### src/hdl/ppts_pkg.sv
package ppts_pkg;

  // Default sizing of the task table.
  localparam int NUM_SLOTS_DEF = 8;
  localparam int IDLE_TASK_DEF = 7;

  // A ready task at this priority is never picked.
  localparam logic [7:0] PRIO_NONE = 8'hFF;

  // Operation codes carried by an input beat.
  typedef enum logic [2:0] {
    OP_TICK        = 3'd0,
    OP_SCHEDULE    = 3'd1,
    OP_ADD         = 3'd2,
    OP_REMOVE      = 3'd3,
    OP_SUSPEND     = 3'd4,
    OP_RESUME      = 3'd5,
    OP_EXIT        = 3'd6,
    OP_SUSPEND_CUR = 3'd7
  } op_t;

  // Per-slot task state.
  typedef enum logic [1:0] {
    SLOT_DELETED   = 2'd0,
    SLOT_BLOCKED   = 2'd1,
    SLOT_READY     = 2'd2,
    SLOT_SUSPENDED = 2'd3
  } slot_st_t;

  // Result status codes.
  localparam logic [1:0] STAT_OK   = 2'd0;
  localparam logic [1:0] STAT_BAD  = 2'd1;
  localparam logic [1:0] STAT_FULL = 2'd2;

  // Controller states.
  typedef enum logic [2:0] {
    S_IDLE,
    S_EXEC,
    S_SCAN,
    S_COMMIT,
    S_DONE
  } ctrl_state_t;

  // Commands from the controller to the datapath.
  typedef struct packed {
    logic load;
    logic exec;
    logic scan_step;
    logic commit;
    logic out_load;
  } dp_cmd_t;

  // Status from the datapath to the controller.
  typedef struct packed {
    logic scan_op;
    logic scan_last;
  } dp_stat_t;

endpackage

### src/hdl/ppts_ctrl.sv
module ppts_ctrl
  import ppts_pkg::*;
(
  input  logic     clk,
  input  logic     rst_n,
  input  logic     in_valid,
  output logic     in_stall,
  output logic     out_valid,
  input  logic     out_stall,
  input  dp_stat_t stat,
  output dp_cmd_t  cmd
);

  ctrl_state_t state_r, state_nxt;
  logic        out_valid_r, out_valid_nxt;
  logic        out_free;

  assign out_free  = !out_valid_r || !out_stall;
  assign out_valid = out_valid_r;

  // Next state.
  always_comb begin
    state_nxt = state_r;
    unique case (state_r)
      S_IDLE: begin
        if (in_valid) state_nxt = S_EXEC;
      end
      S_EXEC: begin
        state_nxt = stat.scan_op ? S_SCAN : S_DONE;
      end
      S_SCAN: begin
        if (stat.scan_last) state_nxt = S_COMMIT;
      end
      S_COMMIT: begin
        state_nxt = S_DONE;
      end
      S_DONE: begin
        if (out_free) state_nxt = S_IDLE;
      end
      default: begin
        state_nxt = S_IDLE;
      end
    endcase
  end

  // Commands and handshake outputs.
  always_comb begin
    cmd           = '0;
    in_stall      = 1'b1;
    out_valid_nxt = out_valid_r && out_stall;
    unique case (state_r)
      S_IDLE: begin
        in_stall = 1'b0;
        cmd.load = in_valid;
      end
      S_EXEC: begin
        cmd.exec = 1'b1;
      end
      S_SCAN: begin
        cmd.scan_step = 1'b1;
      end
      S_COMMIT: begin
        cmd.commit = 1'b1;
      end
      S_DONE: begin
        cmd.out_load = out_free;
        if (out_free) out_valid_nxt = 1'b1;
      end
      default: begin
        in_stall = 1'b1;
      end
    endcase
  end

  // State and output-valid registers.
  always_ff @(posedge clk) begin
    if (!rst_n) begin
      state_r     <= S_IDLE;
      out_valid_r <= 1'b0;
    end else begin
      state_r     <= state_nxt;
      out_valid_r <= out_valid_nxt;
    end
  end

endmodule

### src/hdl/ppts_dpath.sv
module ppts_dpath
  import ppts_pkg::*;
#(
  parameter int NUM_SLOTS = NUM_SLOTS_DEF,
  parameter int IDLE_TASK = IDLE_TASK_DEF
) (
  input  logic        clk,
  input  logic        rst_n,
  input  dp_cmd_t     cmd,
  output dp_stat_t    stat,
  input  logic [2:0]  in_operation,
  input  logic [3:0]  in_task_index,
  input  logic        in_any_slot,
  input  logic [31:0] in_period_ticks,
  input  logic [7:0]  in_prio_value,
  output logic [1:0]  out_status,
  output logic [2:0]  out_slot_out,
  output logic [2:0]  out_running_task,
  output logic [31:0] out_tick_now
);

  localparam int SlotW   = $clog2(NUM_SLOTS);
  localparam int MaxIdx  = (NUM_SLOTS > IDLE_TASK + 1) ? NUM_SLOTS : IDLE_TASK + 1;
  localparam int CurW    = $clog2(MaxIdx);
  localparam int TaskCnt = (IDLE_TASK < NUM_SLOTS) ? IDLE_TASK : NUM_SLOTS;
  localparam int CntW    = $clog2(IDLE_TASK + 1);

  // Task table.
  slot_st_t    st_r   [NUM_SLOTS];
  logic [31:0] per_r  [NUM_SLOTS];
  logic [31:0] rel_r  [NUM_SLOTS];
  logic [7:0]  prio_r [NUM_SLOTS];

  // Captured input beat.
  op_t         op_r;
  logic [3:0]  idx_r;
  logic        any_r;
  logic [31:0] period_in_r;
  logic [7:0]  prio_in_r;

  // Scheduler state and per-item work registers.
  logic [31:0]     tick_r;
  logic [CurW-1:0] cur_r;
  logic [CurW-1:0] scan_idx_r;
  logic [CntW-1:0] scan_cnt_r;
  logic [CurW-1:0] best_r;
  logic [7:0]      best_prio_r;
  logic            found_r;
  logic [CurW-1:0] found_slot_r;
  logic [1:0]      status_r;
  logic [CurW-1:0] slot_o_r;

  logic [SlotW-1:0] rd_addr;
  slot_st_t         rd_st;
  logic [31:0]      rd_per;
  logic [31:0]      rd_rel;
  logic [7:0]       rd_prio;
  logic             idx_in_num;
  logic             idx_task_ok;
  logic             cur_in_num;
  logic             scan_in_num;
  logic             add_direct;
  logic             cur_op;
  logic [CurW:0]    cur_plus;
  logic [CurW-1:0]  sched_start;
  logic [CurW:0]    scan_plus;
  logic [CurW-1:0]  scan_idx_nxt;
  logic [CntW-1:0]  scan_len_m1;

  // Table write ports: one address per field group per cycle.
  logic             st_we;
  logic [SlotW-1:0] st_wa;
  slot_st_t         st_wd;
  logic             rel_we;
  logic [SlotW-1:0] rel_wa;
  logic [31:0]      rel_wd;
  logic             par_we;
  logic [SlotW-1:0] par_wa;

  logic [1:0]      status_nxt;
  logic [CurW-1:0] slot_o_nxt;
  logic [31:0]     cur_ext;
  logic [31:0]     slot_o_ext;

  // Range checks on the addressed slot, the current slot and the scan position.
  assign idx_in_num  = 32'(idx_r) < NUM_SLOTS;
  assign idx_task_ok = idx_in_num && (32'(idx_r) < IDLE_TASK);
  assign cur_in_num  = 32'(cur_r) < NUM_SLOTS;
  assign scan_in_num = 32'(scan_idx_r) < NUM_SLOTS;
  assign cur_op      = (op_r == OP_EXIT) || (op_r == OP_SUSPEND_CUR);

  // Single table read port.
  always_comb begin
    if (cmd.scan_step) begin
      rd_addr = SlotW'(scan_idx_r);
    end else if (cur_op) begin
      rd_addr = SlotW'(cur_r);
    end else begin
      rd_addr = SlotW'(idx_r);
    end
  end

  assign rd_st   = st_r[rd_addr];
  assign rd_per  = per_r[rd_addr];
  assign rd_rel  = rel_r[rd_addr];
  assign rd_prio = prio_r[rd_addr];

  // An add that names a free slot needs no search.
  assign add_direct = (op_r == OP_ADD) && !any_r && idx_in_num && (rd_st == SLOT_DELETED);

  assign stat.scan_op   = (op_r == OP_TICK) || (op_r == OP_SCHEDULE) ||
                          ((op_r == OP_ADD) && !add_direct);
  assign scan_len_m1    = (op_r == OP_SCHEDULE) ? CntW'(IDLE_TASK - 1) : CntW'(TaskCnt - 1);
  assign stat.scan_last = scan_cnt_r == scan_len_m1;

  // Round-robin start after the current slot, and the wrapping scan position.
  assign cur_plus     = {1'b0, cur_r} + (CurW + 1)'(1);
  assign sched_start  = (cur_plus >= (CurW + 1)'(IDLE_TASK)) ? '0 : cur_plus[CurW-1:0];
  assign scan_plus    = {1'b0, scan_idx_r} + (CurW + 1)'(1);
  assign scan_idx_nxt = (scan_plus >= (CurW + 1)'(IDLE_TASK)) ? '0 : scan_plus[CurW-1:0];

  // Table updates and result for the current step.
  always_comb begin
    st_we      = 1'b0;
    st_wa      = rd_addr;
    st_wd      = SLOT_READY;
    rel_we     = 1'b0;
    rel_wa     = rd_addr;
    rel_wd     = tick_r;
    par_we     = 1'b0;
    par_wa     = rd_addr;
    status_nxt = status_r;
    slot_o_nxt = slot_o_r;
    if (cmd.exec) begin
      case (op_r)
        OP_ADD: begin
          if (add_direct) begin
            st_we      = 1'b1;
            rel_we     = 1'b1;
            par_we     = 1'b1;
            slot_o_nxt = CurW'(idx_r);
          end
        end
        OP_REMOVE: begin
          if (idx_task_ok) begin
            st_we = 1'b1;
            st_wd = SLOT_DELETED;
          end else begin
            status_nxt = STAT_BAD;
          end
        end
        OP_SUSPEND: begin
          if (idx_task_ok && (rd_st != SLOT_DELETED)) begin
            st_we = 1'b1;
            st_wd = SLOT_SUSPENDED;
          end else begin
            status_nxt = STAT_BAD;
          end
        end
        OP_RESUME: begin
          if (idx_task_ok && (rd_st == SLOT_SUSPENDED)) begin
            st_we  = 1'b1;
            rel_we = 1'b1;
            rel_wd = tick_r - rd_per;
          end else begin
            status_nxt = STAT_BAD;
          end
        end
        OP_EXIT: begin
          st_we = cur_in_num;
          st_wd = SLOT_BLOCKED;
        end
        OP_SUSPEND_CUR: begin
          st_we = cur_in_num;
          st_wd = SLOT_SUSPENDED;
        end
        default: begin
          st_we = 1'b0;
        end
      endcase
    end else if (cmd.scan_step) begin
      // A tick releases a blocked or ready task whose period has run out.
      if ((op_r == OP_TICK) && scan_in_num &&
          ((rd_st == SLOT_BLOCKED) || (rd_st == SLOT_READY)) &&
          ((tick_r - rd_rel) >= rd_per)) begin
        st_we  = 1'b1;
        rel_we = 1'b1;
      end
    end else if (cmd.commit) begin
      if (op_r == OP_ADD) begin
        st_wa  = SlotW'(found_slot_r);
        rel_wa = SlotW'(found_slot_r);
        par_wa = SlotW'(found_slot_r);
        if (found_r) begin
          st_we      = 1'b1;
          rel_we     = 1'b1;
          par_we     = 1'b1;
          slot_o_nxt = found_slot_r;
        end else begin
          status_nxt = STAT_FULL;
        end
      end else if (op_r == OP_SCHEDULE) begin
        slot_o_nxt = best_r;
      end
    end
  end

  // Task table registers.
  always_ff @(posedge clk) begin
    if (!rst_n) begin
      for (int i = 0; i < NUM_SLOTS; i++) begin
        st_r[i]   <= SLOT_DELETED;
        per_r[i]  <= '0;
        rel_r[i]  <= '0;
        prio_r[i] <= '0;
      end
    end else begin
      if (st_we) st_r[st_wa] <= st_wd;
      if (rel_we) rel_r[rel_wa] <= rel_wd;
      if (par_we) begin
        per_r[par_wa]  <= period_in_r;
        prio_r[par_wa] <= prio_in_r;
      end
    end
  end

  // Capture of the accepted beat.
  always_ff @(posedge clk) begin
    if (cmd.load) begin
      op_r        <= op_t'(in_operation);
      idx_r       <= in_task_index;
      any_r       <= in_any_slot;
      period_in_r <= in_period_ticks;
      prio_in_r   <= in_prio_value;
    end
  end

  // Tick counter, current task and scan bookkeeping.
  always_ff @(posedge clk) begin
    if (!rst_n) begin
      tick_r       <= '0;
      cur_r        <= '0;
      scan_idx_r   <= '0;
      scan_cnt_r   <= '0;
      best_r       <= '0;
      best_prio_r  <= PRIO_NONE;
      found_r      <= 1'b0;
      found_slot_r <= '0;
      status_r     <= STAT_OK;
      slot_o_r     <= '0;
    end else begin
      status_r <= status_nxt;
      slot_o_r <= slot_o_nxt;
      if (cmd.load) begin
        if (in_operation == OP_TICK) tick_r <= tick_r + 32'd1;
        scan_idx_r  <= (in_operation == OP_SCHEDULE) ? sched_start : '0;
        scan_cnt_r  <= '0;
        best_r      <= CurW'(IDLE_TASK);
        best_prio_r <= PRIO_NONE;
        found_r     <= 1'b0;
        status_r    <= STAT_OK;
        slot_o_r    <= '0;
      end
      if (cmd.scan_step) begin
        scan_idx_r <= scan_idx_nxt;
        scan_cnt_r <= scan_cnt_r + CntW'(1);
        // Schedule keeps the lowest priority value seen among ready tasks.
        if ((op_r == OP_SCHEDULE) && scan_in_num && (rd_st == SLOT_READY) &&
            (rd_prio < best_prio_r)) begin
          best_prio_r <= rd_prio;
          best_r      <= scan_idx_r;
        end
        // Add remembers the lowest free slot.
        if ((op_r == OP_ADD) && !found_r && (rd_st == SLOT_DELETED)) begin
          found_r      <= 1'b1;
          found_slot_r <= scan_idx_r;
        end
      end
      if (cmd.commit && (op_r == OP_SCHEDULE)) cur_r <= best_r;
    end
  end

  // Result register toward the output channel.
  assign cur_ext    = 32'(cur_r);
  assign slot_o_ext = 32'(slot_o_r);

  always_ff @(posedge clk) begin
    if (cmd.out_load) begin
      out_status       <= status_r;
      out_slot_out     <= slot_o_ext[2:0];
      out_running_task <= cur_ext[2:0];
      out_tick_now     <= tick_r;
    end
  end

endmodule

### src/hdl/periodic_priority_task_scheduler.sv
// Fixed-priority periodic task scheduler, one operation per input beat.
// Remove, suspend, resume, exit, suspend current and a direct add finish in the execute state;
// tick and a searching add scan min(NUM_SLOTS, IDLE_TASK) slots and schedule scans IDLE_TASK
// slots, each scan followed by a commit state. The table is scanned one slot per cycle.
// A new beat can be taken in the cycle after the result is loaded into the output register.
// Synchronous reset clears the whole task table, tick counter and current task.
module periodic_priority_task_scheduler
  import ppts_pkg::*;
#(
  parameter int NUM_SLOTS = NUM_SLOTS_DEF,
  parameter int IDLE_TASK = IDLE_TASK_DEF
) (
  input  logic        clk,
  input  logic        rst_n,
  input  logic        in_valid,
  output logic        in_stall,
  input  logic [2:0]  in_operation,
  input  logic [3:0]  in_task_index,
  input  logic        in_any_slot,
  input  logic [31:0] in_period_ticks,
  input  logic [7:0]  in_prio_value,
  output logic        out_valid,
  input  logic        out_stall,
  output logic [1:0]  out_status,
  output logic [2:0]  out_slot_out,
  output logic [2:0]  out_running_task,
  output logic [31:0] out_tick_now
);

  dp_cmd_t  cmd;
  dp_stat_t stat;

  // Sequencer.
  ppts_ctrl u_ctrl (
    .clk       (clk),
    .rst_n     (rst_n),
    .in_valid  (in_valid),
    .in_stall  (in_stall),
    .out_valid (out_valid),
    .out_stall (out_stall),
    .stat      (stat),
    .cmd       (cmd)
  );

  // Task table and scan datapath.
  ppts_dpath #(
    .NUM_SLOTS (NUM_SLOTS),
    .IDLE_TASK (IDLE_TASK)
  ) u_dpath (
    .clk              (clk),
    .rst_n            (rst_n),
    .cmd              (cmd),
    .stat             (stat),
    .in_operation     (in_operation),
    .in_task_index    (in_task_index),
    .in_any_slot      (in_any_slot),
    .in_period_ticks  (in_period_ticks),
    .in_prio_value    (in_prio_value),
    .out_status       (out_status),
    .out_slot_out     (out_slot_out),
    .out_running_task (out_running_task),
    .out_tick_now     (out_tick_now)
  );

endmodule

### config.mk
export PLATFORM = sky130hd
export DESIGN_NAME = periodic_priority_task_scheduler
export DESIGN_NICKNAME = d
export VERILOG_FILES = /design/src/hdl/ppts_pkg.sv /design/src/hdl/ppts_ctrl.sv /design/src/hdl/ppts_dpath.sv /design/src/hdl/periodic_priority_task_scheduler.sv
export SDC_FILE = /design/constraint.sdc
export NUM_CORES = 1
export LEC_CHECK = 0
export BUFFER_PORTS_ARGS = -buffer_cell sky130_fd_sc_hd__buf_2
export CAP_MARGIN = 15
export CORE_ASPECT_RATIO = 0.5
export CORE_MARGIN = 1.5
export CORE_UTILIZATION = 60
export DETAILED_ROUTE_END_ITERATION = 16
export GPL_ROUTABILITY_DRIVEN = 0
export PLACE_DENSITY_LB_ADDON = 0.1
export SLEW_MARGIN = 15
export SYNTH_ARGS = -nofsm -noshare
export SYNTH_HDL_FRONTEND = slang
export SYNTH_HIERARCHICAL = 1
export SYNTH_SLANG_ARGS = --single-unit
### constraint.sdc
create_clock -name clk -period 9.3 [get_ports clk]
set_input_delay 0.93 -clock clk [delete_from_list [all_inputs] [get_ports clk]]
set_output_delay 0.93 -clock clk [all_outputs]
set_load 0.02 [all_outputs]
==> results.ini <==
[clock_network]
clockBufferDepth = 3
clk-insertion-delay-late_ns = 0.65
clk_pin_slew_ns = 0.07
cts_buffers = 61
cts_num_sinks = 745
cts_tree = yes
postCtsHoldBufs = 0
clockRootBuffer = clkbuf_16
htreeDepth = 2
ctsResizeCount = 0
postCtsSetupRepairBufs = 0

[grt]
grt_pass1_wl_um = 136000
gr-usage-met1 = 0.450
grt_max_degree = 84
grt_pass1_vias = 21700
grt_antenna_before_repair = 0
grt-ovfl-total = 0
met2_usage = 0.456
gr-usage-met3 = 0.0565
grt_use_total = 0.299
top_usage_layer = met2

[final_layout]
seq_area_um2 = 21700
final_cells = 3616
final_nets = 2921
fillers = 4221
drive_above_1_share = 0.163
antenna_cells = 0
area_growth_pct = 9.79
multi_input_area_um2 = 13900

[synthesis]
netlist_area_um2 = 36200
synth_cell_type_count = 92
ys_top_cells_by_count = edfxtp_1, nor2_1, and2_1
synth_most_common_cell = edfxtp_1
yosysWarnings = 6
yosys.area.top_type_share = 0.565
synthArstFlopShare = 0
synth_nets = 2834
synth_area_leaders = edfxtp_1, mux4_2, and2_1, nor2_1, ha_1
syn_avg_cell_area_um2 = 13.5
synth_edf_count = 680
synth_top_cell_by_area = edfxtp_1
ys_ff_latch = 745
ys_seq_area_frac = 0.601
syn_inst = 2669
synth_ff_type = edfxtp_1

[power_and_ir_drop]
p_per_area_nw_per_um2 = 186
p_leak_nw = 14.8
ir_worst_vdd_v = 0.000156
p_total_w = 0.00737

[route]
first_iter_violations = 2556
wl_per_cell_um = 25.3
vias_per_cell = 6.27
vias = 22700
drc = 0
route.antenna.remaining_nets = 0
drt_first_pass_iters = 6
wirelength_um = 91500

[critical_path]
cpPeakStageDelay_ns = 0.84
worstSetupPathType = reg -> reg
worstPathArrival_ns = 8.72
slowest_stage = mux2i_4
end_kind = register
cp_max_fo = 32
required_ns = 9.56
start_kind = register

[placed_design]
portBuffers = 93
dp_hpwl_um = 56300
place_inst = 3505

[sta]
skew_ns = 0.0395
rsz0062_at_grt = false
maxSlewViolCount = 0
final.setup.tns_ns = 0
worst_slew_pin_slew_ns = 1.18
max_freq_mhz = 118
fin_crit_sh = 0.909
maxSlewHeadroom = 0.215
setup_violations = 0
hold_violations = 0
finalCriticalPeriod_ns = 8.46

[die]
die_w_um = 350
start_util = 0.609
coreArea_um2 = 59400
row_count = 63
dieArea_um2 = 61800
dieHeight_um = 177
io_pins = 94

[flow_run]
cap_violations = 0

[outcome]
outcome = completed

[min_path]
hold_class = reg -> reg

[path summary, 6_finish.rpt]
check                 startpoint               endpoint  slack [ns]  cells after the start
max reg2reg    u_ctrl/state_r[1]   u_dpath/rel_r[5][31]        0.84                     25
min reg2reg  u_dpath/status_r[0]  u_dpath/out_status[0]        0.43                      0
min          u_dpath/status_r[0]  u_dpath/out_status[0]        0.43                      0
max            u_ctrl/state_r[1]   u_dpath/rel_r[5][31]        0.84                     25
[through the flow]
| stage | worst slack [ns] | hold WS, ns | instance area [um2] | util |
|---|---|---|---|---|
| CTS | 1.00 | 0.424 | 39700 | 0.669 |
| floorplan | 1.96 | 0.408 | 36200 | - |
| global route | 0.389 | 0.430 | 39700 | 0.669 |
| detailed placement | 1.07 | 0.415 | 37700 | 0.635 |
| finish | 0.844 | 0.435 | 39700 | 0.669 |
| global placement | 1.23 | 0.414 | 37700 | 0.635 |
[cell families after synthesis]
logic type | count (synthesis) | synth area share
buffers and inverters | 166 | 0.0200
adders and majority gates | 113 | 0.0395
muxes | 258 | 0.124
xor gates and xnor gates | 65 | 0.0160
DFF | 745 | 0.601
AOI/OAI and AO/OA | 318 | 0.0581
and+or+nand+nor | 1004 | 0.141
[flip-flops by register name (all words and copies together) (netlist names), 8 cells and up]
register / count
u_dpath/best_prio_r: 8
u_dpath/out_tick_now: 32
u_dpath/per_r: 256
u_dpath/period_in_r: 32
u_dpath/prio_in_r: 8
u_dpath/prio_r: 64
u_dpath/rel_r: 256
u_dpath/st_r: 16
u_dpath/tick_r: 32
[power breakdown]
part,internal [W],total [W],switching (W)
combinational,0.000368,0.000937,0.000569
clock,0.00142,0.00261,0.00119
sequential,0.00377,0.00383,0.0000563
[cell usage in the layout, fill, tap and decap left out, types with 10 or more instances in the layout]
cell / synthesis / final
xor2_1: 29 / 29
nor3_1: 24 / 22
mux2i_1: 92 / 92
buf_4: 3 / 55
mux2_2: 10 / 10
clkbuf_1: 84 / 14
or3_1: 16 / 16
nand2_1: 107 / 106
and3_1: 19 / 19
nand4_1: 15 / 15
nand3_1: 25 / 25
o21bai_1: 12 / 12
nor2b_1: 24 / 24
a21o_1: 34 / 34
a21oi_1: 94 / 93
buf_2: 23 / 93
nand2b_1: 10 / 10
ha_1: 111 / 111
edfxtp_1: 680 / 680
o21ai_0: 64 / 56
xnor2_1: 35 / 35
dfxtp_1: 65 / 65
o21a_1: 19 / 18
o21ai_4: 0 / 10
clkbuf_16: 0 / 64
inv_1: 37 / 37
mux4_2: 148 / 148
a31oi_1: 12 / 11
clkinv_1: 1 / 12
nor2_1: 380 / 372
and2_1: 336 / 336
[worst max-delay path, delay by kind of cell, from the launching register on]
family                     cells  cell delay, ns
and+or+nand+nor                8            2.29
AOI/OAI and AO/OA              9            2.12
buffers and inverters          4            1.33
muxes                          2            1.18
adders and majority gates      2            0.68
DFF                            1            0.43
[routing by layer]
layer / wire length, um / share of wire
met2: 41000 / 0.45
met3: 9510 / 0.10
met5: 0 / 0
met1: 39200 / 0.43
met4: 1780 / 0.019
[layout make-up]
cell class / instances / area share
multi-input cells: 1758 / 0.350
well taps: 812 / 0.0256
repair buffers: 151 / 0.0236
flip-flops and latches: 745 / 0.547
clock buffers: 84 / 0.0437
inverters: 39 / 0.00369
clock inverters: 27 / 0.00652
No activity file was read; power rests on OpenSTA's default activity.
